[config.mk]
export PLATFORM = sky130hd
export DESIGN_NAME = lru_key_value_cache
export DESIGN_NICKNAME = d
export VERILOG_FILES = /design/src/rtl/lru_kv_pkg.sv /design/src/rtl/lru_kv_ram.sv /design/src/rtl/lru_kv_probe.sv /design/src/rtl/lru_kv_ranks.sv /design/src/rtl/lru_key_value_cache.sv
export SDC_FILE = /design/constraint.sdc
export NUM_CORES = 1
export LEC_CHECK = 0
export BUFFER_PORTS_ARGS = -buffer_cell sky130_fd_sc_hd__buf_2
export CORE_ASPECT_RATIO = 0.5
export CORE_MARGIN = 1
export CORE_UTILIZATION = 56
export DETAILED_ROUTE_END_ITERATION = 8
export PLACE_DENSITY = 0.75
export SYNTH_ARGS = -nofsm -noshare
export SYNTH_HDL_FRONTEND = slang
export SYNTH_HIERARCHICAL = 1
export SYNTH_SLANG_ARGS = --single-unit
[constraint.sdc]
create_clock -name clk_i -period 4.1 [get_ports clk_i]
set_clock_uncertainty 0.05 [all_clocks]
set_input_delay 0.205 -clock clk_i [delete_from_list [all_inputs] [get_ports clk_i]]
set_output_delay 0.205 -clock clk_i [all_outputs]
set_load 0.1 [all_outputs]
[src/rtl/lru_kv_pkg.sv]
// Shared types and constants for the LRU key-value cache.
// Depends on nothing; imported by every module of the block but the RAM.
package lru_kv_pkg;

  // Request opcodes (any other code acts as an exists probe)
  localparam logic [1:0] OP_GET    = 2'd0;
  localparam logic [1:0] OP_PUT    = 2'd1;
  localparam logic [1:0] OP_EXISTS = 2'd2;

  localparam int unsigned CAP_W     = 5;
  localparam logic [CAP_W-1:0] CAP_RESET = 5'd16;

  localparam logic signed [31:0] MISS_VALUE = -32'sd1;

  typedef struct packed {
    logic [1:0]         operation;
    logic signed [31:0] key;
    logic signed [31:0] value;
  } req_t;

  typedef struct packed {
    logic               found;
    logic signed [31:0] read_value;
    logic               evicted;
  } rsp_t;

  typedef enum logic [1:0] {
    RK_HOLD,
    RK_TOUCH,
    RK_INSERT
  } rank_op_e;

  typedef struct packed {
    rank_op_e op;
    logic     evict;
  } rank_cmd_t;

  typedef struct packed {
    logic hit;
    logic slot_ok;
  } probe_t;

endpackage

[src/rtl/lru_kv_ram.sv]
// Generic single-write, single-read RAM with registered read data.
// No dependencies; used for the key and value stores.
module lru_kv_ram #(
  parameter int WIDTH = 32,
  parameter int DEPTH = 16,
  localparam int AW = (DEPTH > 1) ? $clog2(DEPTH) : 1
) (
  input  logic             clk_i,
  input  logic             we_i,
  input  logic [AW-1:0]    waddr_i,
  input  logic [WIDTH-1:0] wdata_i,
  input  logic [AW-1:0]    raddr_i,
  output logic [WIDTH-1:0] rdata_o
);

  logic [WIDTH-1:0] mem_q [DEPTH];

  always_ff @(posedge clk_i) begin
    if (we_i) begin
      mem_q[waddr_i] <= wdata_i;
    end
    rdata_o <= mem_q[raddr_i];
  end

endmodule

[src/rtl/lru_kv_probe.sv]
// Shared compare unit: checks one stored entry against the request key
// and whether the entry can take an insert. Uses lru_kv_pkg.
module lru_kv_probe import lru_kv_pkg::*; #(
  parameter int ENTRIES = 16,
  localparam int RW = (ENTRIES > 1) ? $clog2(ENTRIES) : 1
) (
  input  logic [31:0]   key_i,
  input  logic [31:0]   stored_key_i,
  input  logic          valid_i,
  input  logic [RW-1:0] rank_i,
  input  logic [RW-1:0] victim_rank_i,
  input  logic          evict_i,
  output probe_t        probe_o
);

  always_comb begin
    probe_o.hit     = valid_i && (stored_key_i == key_i);
    // free slot, or the least recent entry when an eviction is due
    probe_o.slot_ok = !valid_i || (evict_i && (rank_i == victim_rank_i));
  end

endmodule

[src/rtl/lru_kv_ranks.sv]
// Valid bits and recency ranks, one lane per entry, updated in one step.
// Uses lru_kv_pkg for the rank command.
module lru_kv_ranks import lru_kv_pkg::*; #(
  parameter int ENTRIES = 16,
  localparam int IW = (ENTRIES > 1) ? $clog2(ENTRIES) : 1,
  localparam int RW = IW
) (
  input  logic          clk_i,
  input  logic          rst_ni,
  input  rank_cmd_t     cmd_i,
  input  logic [IW-1:0] slot_i,
  input  logic [RW-1:0] ref_rank_i,
  input  logic [IW-1:0] rd_idx_i,
  output logic          rd_valid_o,
  output logic [RW-1:0] rd_rank_o
);

  logic [ENTRIES-1:0] valid_q, valid_d;
  logic [RW-1:0]      rank_q [ENTRIES];
  logic [RW-1:0]      rank_d [ENTRIES];

  always_comb begin
    for (int j = 0; j < ENTRIES; j++) begin
      valid_d[j] = valid_q[j];
      rank_d[j]  = rank_q[j];
      unique case (cmd_i.op)
        RK_HOLD: ;
        RK_TOUCH: begin
          if (valid_q[j] && (rank_q[j] < ref_rank_i)) begin
            rank_d[j] = rank_q[j] + RW'(1);
          end
        end
        RK_INSERT: begin
          if (valid_q[j]) begin
            if (cmd_i.evict && (rank_q[j] == ref_rank_i)) begin
              valid_d[j] = 1'b0;
            end else begin
              rank_d[j] = rank_q[j] + RW'(1);
            end
          end
        end
        default: ;
      endcase
      if ((slot_i == IW'(j)) && (cmd_i.op != RK_HOLD)) begin
        rank_d[j] = '0;
        if (cmd_i.op == RK_INSERT) begin
          valid_d[j] = 1'b1;
        end
      end
    end
  end

  always_ff @(posedge clk_i or negedge rst_ni) begin
    if (!rst_ni) begin
      valid_q <= '0;
      for (int j = 0; j < ENTRIES; j++) begin
        rank_q[j] <= '0;
      end
    end else begin
      valid_q <= valid_d;
      for (int j = 0; j < ENTRIES; j++) begin
        rank_q[j] <= rank_d[j];
      end
    end
  end

  assign rd_valid_o = valid_q[rd_idx_i];
  assign rd_rank_o  = rank_q[rd_idx_i];

endmodule

[src/rtl/lru_key_value_cache.sv]
// Top level of the LRU key-value cache: sequencer, key/value stores,
// rank lanes and the shared compare unit. Uses lru_kv_pkg and all rtl modules.
//
//   port group                  dir  handshake
//   start / busy / req_i        in   word taken when start high, busy low
//   done_o / rsp_o              out  one-cycle strobe, cannot be held off
//   cfg_we_i / cfg_wdata_i      in   capacity written when cfg_we_i high
//
// An item scans the key store one entry per cycle through the compare unit;
// the store's read data is registered, and the scan ends at the first hit
// or after the last entry. The result strobe comes in the cycle after the
// last busy cycle, when a new start may already be taken. Reset clears
// valid bits, ranks and occupancy at once and sets capacity to 16; no
// clearing pass follows. The receiver cannot stall.
module lru_key_value_cache import lru_kv_pkg::*; #(
  parameter int ENTRIES = 16
) (
  input  logic             clk_i,
  input  logic             rst_ni,
  input  logic             start,
  output logic             busy,
  input  req_t             req_i,
  output logic             done_o,
  output rsp_t             rsp_o,
  input  logic             cfg_we_i,
  input  logic [CAP_W-1:0] cfg_wdata_i
);

  localparam int IW = (ENTRIES > 1) ? $clog2(ENTRIES) : 1;
  localparam int RW = IW;
  localparam int OW = $clog2(ENTRIES + 1);
  localparam int CW = (OW > CAP_W) ? OW : CAP_W;

  localparam logic [1:0] ST_IDLE   = 2'd0;
  localparam logic [1:0] ST_SEARCH = 2'd1;
  localparam logic [1:0] ST_FINISH = 2'd2;

  logic [1:0]       state_q, state_d;
  logic [OW-1:0]    cnt_q, cnt_d;
  logic             chk_q, chk_d;
  logic [IW-1:0]    idx_q, idx_d;
  logic             hit_q, hit_d;
  logic [IW-1:0]    hit_slot_q, hit_slot_d;
  logic [RW-1:0]    hit_rank_q, hit_rank_d;
  logic [31:0]      hit_val_q, hit_val_d;
  logic             ins_found_q, ins_found_d;
  logic [IW-1:0]    ins_slot_q, ins_slot_d;
  logic [OW-1:0]    occ_q, occ_d;
  logic [CAP_W-1:0] cap_q;
  req_t             req_q, req_d;
  rsp_t             rsp_q, rsp_d;
  logic             done_q, done_d;

  logic [CW-1:0]    cap_ext, eff_cap;
  logic             evict_need;
  logic [OW-1:0]    occ_m1;
  logic [RW-1:0]    victim_rank;

  logic [31:0]      key_rd, val_rd;
  logic             key_we, val_we;
  logic [IW-1:0]    val_waddr;
  logic [IW-1:0]    rd_addr;
  logic             lane_valid;
  logic [RW-1:0]    lane_rank;
  probe_t           probe;
  rank_cmd_t        rank_cmd;
  logic [IW-1:0]    rank_slot;
  logic [RW-1:0]    rank_ref;

  // Effective capacity: zero acts as one, saturate at the entry count
  always_comb begin
    cap_ext = CW'(cap_q);
    if (cap_q == '0) begin
      eff_cap = CW'(1);
    end else if (cap_ext > CW'(ENTRIES)) begin
      eff_cap = CW'(ENTRIES);
    end else begin
      eff_cap = cap_ext;
    end
    evict_need  = CW'(occ_q) >= eff_cap;
    occ_m1      = occ_q - OW'(1);
    victim_rank = occ_m1[RW-1:0];
  end

  assign rd_addr = cnt_q[IW-1:0];

  lru_kv_ram #(.WIDTH(32), .DEPTH(ENTRIES)) u_key_ram (
    .clk_i   (clk_i),
    .we_i    (key_we),
    .waddr_i (ins_slot_q),
    .wdata_i (req_q.key),
    .raddr_i (rd_addr),
    .rdata_o (key_rd)
  );

  lru_kv_ram #(.WIDTH(32), .DEPTH(ENTRIES)) u_val_ram (
    .clk_i   (clk_i),
    .we_i    (val_we),
    .waddr_i (val_waddr),
    .wdata_i (req_q.value),
    .raddr_i (rd_addr),
    .rdata_o (val_rd)
  );

  lru_kv_ranks #(.ENTRIES(ENTRIES)) u_ranks (
    .clk_i      (clk_i),
    .rst_ni     (rst_ni),
    .cmd_i      (rank_cmd),
    .slot_i     (rank_slot),
    .ref_rank_i (rank_ref),
    .rd_idx_i   (idx_q),
    .rd_valid_o (lane_valid),
    .rd_rank_o  (lane_rank)
  );

  lru_kv_probe #(.ENTRIES(ENTRIES)) u_probe (
    .key_i         (req_q.key),
    .stored_key_i  (key_rd),
    .valid_i       (lane_valid),
    .rank_i        (lane_rank),
    .victim_rank_i (victim_rank),
    .evict_i       (evict_need),
    .probe_o       (probe)
  );

  always_comb begin
    state_d     = state_q;
    cnt_d       = cnt_q;
    chk_d       = 1'b0;
    idx_d       = idx_q;
    hit_d       = hit_q;
    hit_slot_d  = hit_slot_q;
    hit_rank_d  = hit_rank_q;
    hit_val_d   = hit_val_q;
    ins_found_d = ins_found_q;
    ins_slot_d  = ins_slot_q;
    occ_d       = occ_q;
    req_d       = req_q;
    rsp_d       = rsp_q;
    done_d      = 1'b0;
    key_we      = 1'b0;
    val_we      = 1'b0;
    val_waddr   = ins_slot_q;
    rank_cmd    = '{op: RK_HOLD, evict: 1'b0};
    rank_slot   = hit_slot_q;
    rank_ref    = hit_rank_q;

    unique case (state_q)
      ST_IDLE: begin
        if (start) begin
          req_d       = req_i;
          cnt_d       = '0;
          hit_d       = 1'b0;
          ins_found_d = 1'b0;
          state_d     = ST_SEARCH;
        end
      end
      ST_SEARCH: begin
        // issue the next read while the previous entry is compared
        chk_d = cnt_q < OW'(ENTRIES);
        idx_d = cnt_q[IW-1:0];
        cnt_d = cnt_q + OW'(1);
        if (chk_q) begin
          if (probe.hit) begin
            hit_d      = 1'b1;
            hit_slot_d = idx_q;
            hit_rank_d = lane_rank;
            hit_val_d  = val_rd;
            chk_d      = 1'b0;
            state_d    = ST_FINISH;
          end else begin
            if (probe.slot_ok && !ins_found_q) begin
              ins_found_d = 1'b1;
              ins_slot_d  = idx_q;
            end
            if (idx_q == IW'(ENTRIES - 1)) begin
              chk_d   = 1'b0;
              state_d = ST_FINISH;
            end
          end
        end
      end
      ST_FINISH: begin
        rsp_d.found      = hit_q;
        rsp_d.read_value = '0;
        rsp_d.evicted    = 1'b0;
        unique case (req_q.operation)
          OP_GET: begin
            if (hit_q) begin
              rsp_d.read_value = hit_val_q;
              rank_cmd.op      = RK_TOUCH;
            end else begin
              rsp_d.read_value = MISS_VALUE;
            end
          end
          OP_PUT: begin
            val_we = 1'b1;
            if (hit_q) begin
              val_waddr   = hit_slot_q;
              rank_cmd.op = RK_TOUCH;
            end else begin
              key_we         = 1'b1;
              rank_cmd.op    = RK_INSERT;
              rank_cmd.evict = evict_need;
              rank_slot      = ins_slot_q;
              rank_ref       = victim_rank;
              rsp_d.evicted  = evict_need;
              if (!evict_need) begin
                occ_d = occ_q + OW'(1);
              end
            end
          end
          default: ;
        endcase
        done_d  = 1'b1;
        state_d = ST_IDLE;
      end
      default: state_d = ST_IDLE;
    endcase
  end

  always_ff @(posedge clk_i or negedge rst_ni) begin
    if (!rst_ni) begin
      state_q     <= ST_IDLE;
      cnt_q       <= '0;
      chk_q       <= 1'b0;
      hit_q       <= 1'b0;
      ins_found_q <= 1'b0;
      occ_q       <= '0;
      cap_q       <= CAP_RESET;
      done_q      <= 1'b0;
    end else begin
      state_q     <= state_d;
      cnt_q       <= cnt_d;
      chk_q       <= chk_d;
      hit_q       <= hit_d;
      ins_found_q <= ins_found_d;
      occ_q       <= occ_d;
      done_q      <= done_d;
      if (cfg_we_i) begin
        cap_q <= cfg_wdata_i;
      end
    end
  end

  always_ff @(posedge clk_i) begin
    idx_q      <= idx_d;
    hit_slot_q <= hit_slot_d;
    hit_rank_q <= hit_rank_d;
    hit_val_q  <= hit_val_d;
    ins_slot_q <= ins_slot_d;
    req_q      <= req_d;
    rsp_q      <= rsp_d;
  end

  assign busy   = (state_q != ST_IDLE);
  assign done_o = done_q;
  assign rsp_o  = rsp_q;

  a_occ_bound: assert property (@(posedge clk_i) disable iff (!rst_ni)
    occ_q <= OW'(ENTRIES))
    else $error("occupancy above entry count");

  a_start_search: assert property (@(posedge clk_i) disable iff (!rst_ni)
    (start && !busy) |=> (state_q == ST_SEARCH))
    else $error("accepted word did not start a search");

  a_done_after_finish: assert property (@(posedge clk_i) disable iff (!rst_ni)
    done_o |-> ($past(state_q) == ST_FINISH))
    else $error("result strobe without a finish step");

  a_evict_on_miss: assert property (@(posedge clk_i) disable iff (!rst_ni)
    (done_o && rsp_o.evicted) |-> !rsp_o.found)
    else $error("eviction reported on a hit");

endmodule

; ---- After elaboration in Yosys (flattened, before gate mapping)
; Memories as Yosys holds them, arrays and structs flattened. A register that Yosys moved wholly into a read port is not among the register bits.
; Cells that the tools add are included.
[totals]
ff_bits = 249
ramBits = 1024
output_inout_bits = 36
elab_cells = 487
mem_count = 2
[classes]
add_sub_neg = 19
order_cmp = 21
n_eq_ne = 93
n_mux = 211
bitwise = 4
reduce_logical = 101
[memory_table]
columns = name, words, word_bits, rd, rd_clocked_by_memory_dff, wr, line
row1 = u_key_ram.mem_q, 16, 32, 1, 1, 1, lru_kv_ram.sv:16  ; logic [WIDTH-1:0] mem_q [DEPTH];
row2 = u_val_ram.mem_q, 16, 32, 1, 1, 1, lru_kv_ram.sv:16
[ops]
columns = cell, count
row1 = $mux W4, 74
row2 = $pmux W4 S2, 16
row3 = $mux W1, 104
row4 = $reduce_and A4 Y1, 19
row5 = $eq A4 B4 Y1, 17
row6 = $ne A3 B1 Y1 const B, 22
row7 = $add A4 B1 Y4 const B, 16
row8 = $lt A4 B4 Y1, 16
row9 = $logic_and A1 B1 Y1, 51
row10 = $ne A3 B3 Y1 const B, 17
row11 = $reduce_bool A3 Y1, 16
row12 = $eq A4 B4 Y1 const B, 9
row13 = $eq A32 B32 Y1, 1
row14 = $mux W32, 1
row15 = $ne A3 B2 Y1 const B, 10
row16 = $bmux W4 S4, 1
row17 = $eq A4 B3 Y1 const B, 4
row18 = $mux W5, 3
row19 = $add A5 B1 Y5 const B, 2
row20 = $mux W2, 5
row21 = $ne A2 B2 Y1 const B, 5
row22 = $pmux W5 S2, 1
row23 = $eq A4 B2 Y1 const B, 2
row24 = $pmux W2 S2, 2
row25 = other kinds (23), 35

; ---- Logic depth before layout (Yosys ltp)
[logic_depth]
depth_word = 13
mapped_depth = 14

; ---- Cells and area by module
; Netlist, hierarchy kept.
[modules_own_cells]
columns = module, n_inst, cells_each, area_per_inst_um2, seq_area_each_um2
row1 = lru_kv_ram, 2, 838, 19835.3, 16015.4
row2 = lru_kv_ranks, 1, 655, 6207.2, 2001.9
row3 = lru_key_value_cache, 1, 358, 6013.3, 4971.0
row4 = lru_kv_probe, 1, 50, 402.9, 0.0

; ---- Worst setup path before layout
; OpenSTA, ideal clock, no wires.
[synth_path]
kind = reg2reg
start = reg state_q[0]
end = mem u_val_ram.mem_q[0][0] (enable)
setup_time_ns = 0.461
arrival_time_ns = 3.930
required_ns = 3.589
path_slack_ns = -0.342
stages_incl_launch_ff = 7
n_path_buf = 0
synth_period_minus_slack_ns = 4.442
path_cell_list = dfrtp_1 > nand2b_1 > nor2_1 > nand2_1 > mux2_2 > or3b_2 > nor3_1
[synth_between]
elab_chain_len = 4
word_cells_on_any_way = 5
cone_classes = eq/ne (1) / mux (4)
[synth_lines]
columns = item, line
row1 = start: declaration, lru_key_value_cache.sv:38  ; logic [1:0] state_q, state_d;
row2 = start signal: assignment, lru_key_value_cache.sv:233  ; state_q <= state_d;
row3 = $eq A2 B2 Y1, lru_key_value_cache.sv:148  ; unique case (state_q)
row4 = $mux W1, lru_key_value_cache.sv:148
row5 = net val_we, lru_key_value_cache.sv:60  ; logic key_we, val_we;
row6 = $mux W1, lru_kv_ram.sv:19  ; if (we_i) begin
row7 = $mux W1 (not written as such), lru_kv_ram.sv:20  ; mem_q[waddr_i] <= wdata_i;
row8 = end: declaration, lru_kv_ram.sv:16
; The timed path passes the listed nets, and every way through them passes these cells.

; ---- Worst setup path in the final report
[layout_path]
start = reg state_q[0]
end = reg u_ranks/rank_q[3] (netlist bit)
[layout_between]
elab_chain_len = 6
word_cells_on_any_way = 20
cone_classes = order compare (1) / eq/ne (8) / mux (5) / reduce/logical (6)
[layout_lines]
columns = item, line
row1 = $eq A2 B2 Y1 (*), lru_key_value_cache.sv:148
row2 = $mux W4 (*), lru_key_value_cache.sv:148
row3 = net rank_ref[3], lru_key_value_cache.sv:68  ; logic [RW-1:0] rank_ref;
row4 = $lt A4 B4 Y1 or $eq A4 B4 Y1 (tied branches), "lru_kv_ranks.sv:29, lru_kv_ranks.sv:35"
row5 = $logic_and A1 B1 Y1 (on tied branches), "lru_kv_ranks.sv:29, lru_kv_ranks.sv:35"
row6 = $ne A3 B1 Y1 (no source line) or $ne A3 B3 Y1 (tied branches), -
row7 = $reduce_and A4 Y1 (no source line) (*), -
row8 = end signal: indexed assignment, lru_kv_ranks.sv:62  ; rank_q[j] <= rank_d[j];
row9 = end: declaration, lru_kv_ranks.sv:19  ; logic [RW-1:0] rank_q [ENTRIES];
; The timed path passes the listed nets; every way through them passes the cells marked *.
; A chain may end at the register's enable or synchronous reset.

==> summary.md <==
| Metric | Value |
|---|---|
| Critical R2R Capture | `u_ranks/rank_q[3]$_DFFE_PN0P_` |
| Clock transition at the registers of the reported paths | `0.07 ns` |
| Proportion of layout cells with a drive suffix above 1 | `23.7%` |
| Crit-path max FO | `24` |
| Residual DRC count | `0` |
| Port Buffers | `110` |
| CP endpoint | `u_ranks/rank_q[3]$_DFFE_PN0P_` |
| GRT Overall Usage | `25.6%` |
| Total CTS buffers | `110` |
| Post-Syn Area | `52300 µm²` |
| Max layer used | `met4` |
| Post-CTS sizing | `0` |
| Mux cell area share after synthesis | `12.5%` |
| Grt total ovfl | `0` |
| Pint | `25.2 mW` |
| Post-synth cell types | `61` |
| TritonRoute pass-1 iters | `6` |
| Clock Power Share | `32.1%` |
| Post-Synth Adder-Cell Area | `2.11%` |
| Vias | `27475` |
| Clock latency on the worst-skew pair | `0.72 ns` |
| CP Capture Type | `register` |
| Final setup viols | `0` |
| Syn avg cell area | `19.1 µm²` |
| Fin nets | `3175` |
| Clock Sink Count | `1337` |
| Initial antenna violation count | `0` |
| Cell count after synthesis | `2739` |
| Status | `completed` |
| CP Launch Type | `register` |
| Sequential share of the synthesized area | `74.6%` |
| Worst Setup SP | `state_q[0]$_DFFE_PN0P_` |
| Leak Pwr | `20.0 nW` |
| Slew margin rel. | `25.4%` |
| Total negative slack | `0 ns` |
| Synth area leaders | `edfxtp_1, mux4_2, dfrtp_1, dfxtp_1, ha_1` |
| Num rows | `78` |
| FF-to-FF path depth | `12` |
| DR iter-0 viols | `2819` |
| Worst EP required | `4.69 ns` |
| Main combinational cell family by area after synthesis | `multiplexers` |
| Leading cell type by number of instances after synthesis | `edfxtp_1` |
| Measured slew at the worst slew-check pin | `1.12 ns` |
| Reg2reg start | `state_q[0]$_DFFE_PN0P_` |
| Combinational fraction of design power | `19.4%` |
| Routed wire length | `118000 µm` |
| #FFs+latches synth | `1337` |
| First-pass GRT wire length | `177000 µm` |
| Antenna viol nets, final | `0` |
| Vias in the first global route | `28600` |
| Period utilization | `91.6%` |
| Clk buf depth | `3` |
| Critical Path AT | `4.35 ns` |
| Ys Warns | `6` |
| Ys async rst share | `7.55%` |
| Met2 wire len | `60000 µm` |
| Syn Nets | `2902` |
| Max-cap violations | `0` |
| Switching Share | `26.7%` |
| Metal3 WL | `8370 µm` |
| Final Max Slew Viols | `0` |
| Largest net degree at the start of global routing | `71` |
| CTS tree | `done` |
| Simple-Gate Fraction of Synth Area | `4.28%` |
| Die width | `434 µm` |
| Area of the core | `91500 µm²` |
| Compound-cell area share of the yosys netlist | `4.22%` |
| Sw power | `9.18 mW` |
| Die height | `218 µm` |
| Initial core utilization | `57.1%` |
| Overall Power | `34.4 mW` |
| Final HPWL from detailed placement | `64500 µm` |
| RSZ-0062 raised after global routing | `no` |
| Worst vdd ir | `0.385 mV` |
| Crit Path Category | `register to register` |
| Setup Fix Bufs, Post-CTS | `0` |
| Post-Synth XOR/XNOR Area | `0.770%` |
| # hold bufs at CTS | `79` |
| Area growth, synth to finish | `14.3%` |
| Primary FF master, synth | `edfxtp_1` |
| Via/cell ratio | `6.32` |
| Root buf cell | `clkbuf_16` |
| WL met1 | `46000 µm` |
| R2r setup slk | `0.34 ns` |
| HP Class | `input pin to asynchronous set/reset pin` |
| Die area | `94700 µm²` |
| IO Pins | `111` |
| Antenna Cells | `0` |
| H-tree Lvls | `3` |
| GP Congestion | `0.860` |
| Maximum clock frequency | `266 MHz` |
| Part of the power in registers | `48.4%` |
| Power Density | `575 nW/µm²` |
| Cell accounting for the most synthesized area | `edfxtp_1` |
| Final Hold Vio Count | `0` |
| Fin crit period | `3.76 ns` |
| EDFF count, synth | `1172` |
| Wire length per cell | `27.1 µm` |
| Top cell type's share of synthesized area | `67.3%` |
| Commonest cells post-synth | `edfxtp_1, mux4_2, nand2_1` |
[cells by family (layout without fill, tap and decap cells)]
family | after synthesis | in the layout
muxes | 301 | 301
xor gates and xnor gates | 46 | 46
and+or+nand+nor | 439 | 439
buffers and inverters | 181 | 550
AOI/OAI and AO/OA | 347 | 347
adders and majority gates | 88 | 88
DFF | 1337 | 1337
[worst min-delay path by stage]
stage	from	to	slack, ns
floorplan	rst_ni	cap_ext[0]$_DFFE_PN0P_	-0.14
global placement	req_i[40]	req_q[40]$_DFFE_PP_	0.33
detailed placement	req_i[2]	req_q[2]$_DFFE_PP_	0.33
CTS	req_i[25]	req_q[25]$_DFFE_PP_	0.1
global route	req_i[61]	req_q[61]$_DFFE_PP_	0.12
finish	rst_ni	u_ranks/rank_q[27]$_DFFE_PN0P_	0.13
[power groups by stage]
stage | sequential [mW] | combinational, mW | clock, mW
after global placement | 16.9 | 6.46 | 0
after floorplan | 16.5 | 5.05 | 0
final | 16.7 | 6.68 | 11.1
after global routing | 16.8 | 7.14 | 11.7
after CTS | 16.7 | 6.75 | 11.2
after detailed placement | 16.9 | 6.58 | 0
[critical path, stage by stage (launching register included)]
cell	delay, ns
dfrtp_1	0.40
nand2b_1	0.22
or3_4	0.46
inv_2	0.33
nor2_1	0.08
nor2_1	0.11
inv_1	0.38
ha_1	0.48
and4_1	0.20
nand2_1	0.10
nand3_1	0.18
or4_1	0.52
a21oi_1	0.16
[through the flow]
| stage | instance area, µm² | util (%) | worst slack (ns) | hold slack (ns) | instances |
|---|---|---|---|---|---|
| after floorplan | 52300 | - | 0.0681 | -0.141 | 2739 |
| after global placement | 55100 | 60.2 | 0.412 | 0.331 | 4061 |
| after detailed placement | 55100 | 60.2 | 0.368 | 0.333 | 4061 |
| after CTS | 59700 | 65.3 | 0.349 | 0.0963 | 4348 |
| after global routing | 59700 | 65.3 | 0.0587 | 0.124 | 4348 |
| final | 59700 | 65.3 | 0.344 | 0.132 | 4348 |
[sequential cells by signal, summed over array words and instances (netlist names), named ones only]
signal,flops
done_o,1
ins_slot_q,4
state_q,2
hit_rank_q,4
hit_slot_q,4
req_q,66
cnt_q,5
cap_ext,5
hit_q,1
rsp_o,34
occ_q,5
chk_q,1
u_key_ram/rdata_o,32
idx_q,4
u_ranks/rank_q,64
hit_val_q,32
u_key_ram/mem_q,512
ins_found_q,1
u_val_ram/mem_q,512
u_val_ram/rdata_o,32
[layer usage]
layer | track usage, % | up-vias
met1 | 33.8 | 14416
met5 | 0 | -
li1 | - | 11678
met3 | 4.74 | 241
met2 | 42.8 | 1140
met4 | 9.19 | 0
[cell usage in the layout, fill, tap and decap left out, types with 7 or more instances in the layout]
cell           synthesis  routed
mux4_2               281     281
dlygate4sd3_1          0      79
dfrtp_1              100      97
nand4_1               25      25
clkinv_1               0       8
inv_1                 63      61
nand2_1              142     142
nor3_1                21      13
a22oi_1              128     128
mux2i_1               12      12
edfxtp_1            1172    1172
and3_1                 8       7
bufinv_16              0      15
xnor2_1                7       7
buf_2                 20     109
ha_1                  88      88
clkbuf_8               0      11
nand3_1               39      39
nor2b_1               25      21
xor2_1                39      39
clkbuf_16              0     112
buf_12                 0      27
o211ai_1              10      10
clkbuf_1              50      18
nor4_1                 9       9
a21oi_1              110     110
nor2_1                71      45
o21ai_0               54      53
mux2_2                 8       8
or3_1                 27      27
nand2b_1              11      11
nor2_4                 0      26
dfxtp_1               64      64
clkinv_2               0      29
o31ai_1               24      24
or4_1                 20      20
buf_4                 20      63
and2_1                 9       7
[area by class of cell]
cell class / instances / area, µm²
Timing Repair Buffer: 278 / 2350
Sequential cell: 1337 / 39000
Inverter: 64 / 243
Clock inverter: 67 / 790
Multi-Input combinational cell: 1221 / 12800
Fill cell: 5942 / 31800
Tap cell: 1240 / 1550
Clock buffer: 141 / 3020
(Power assumes the default switching activity.)
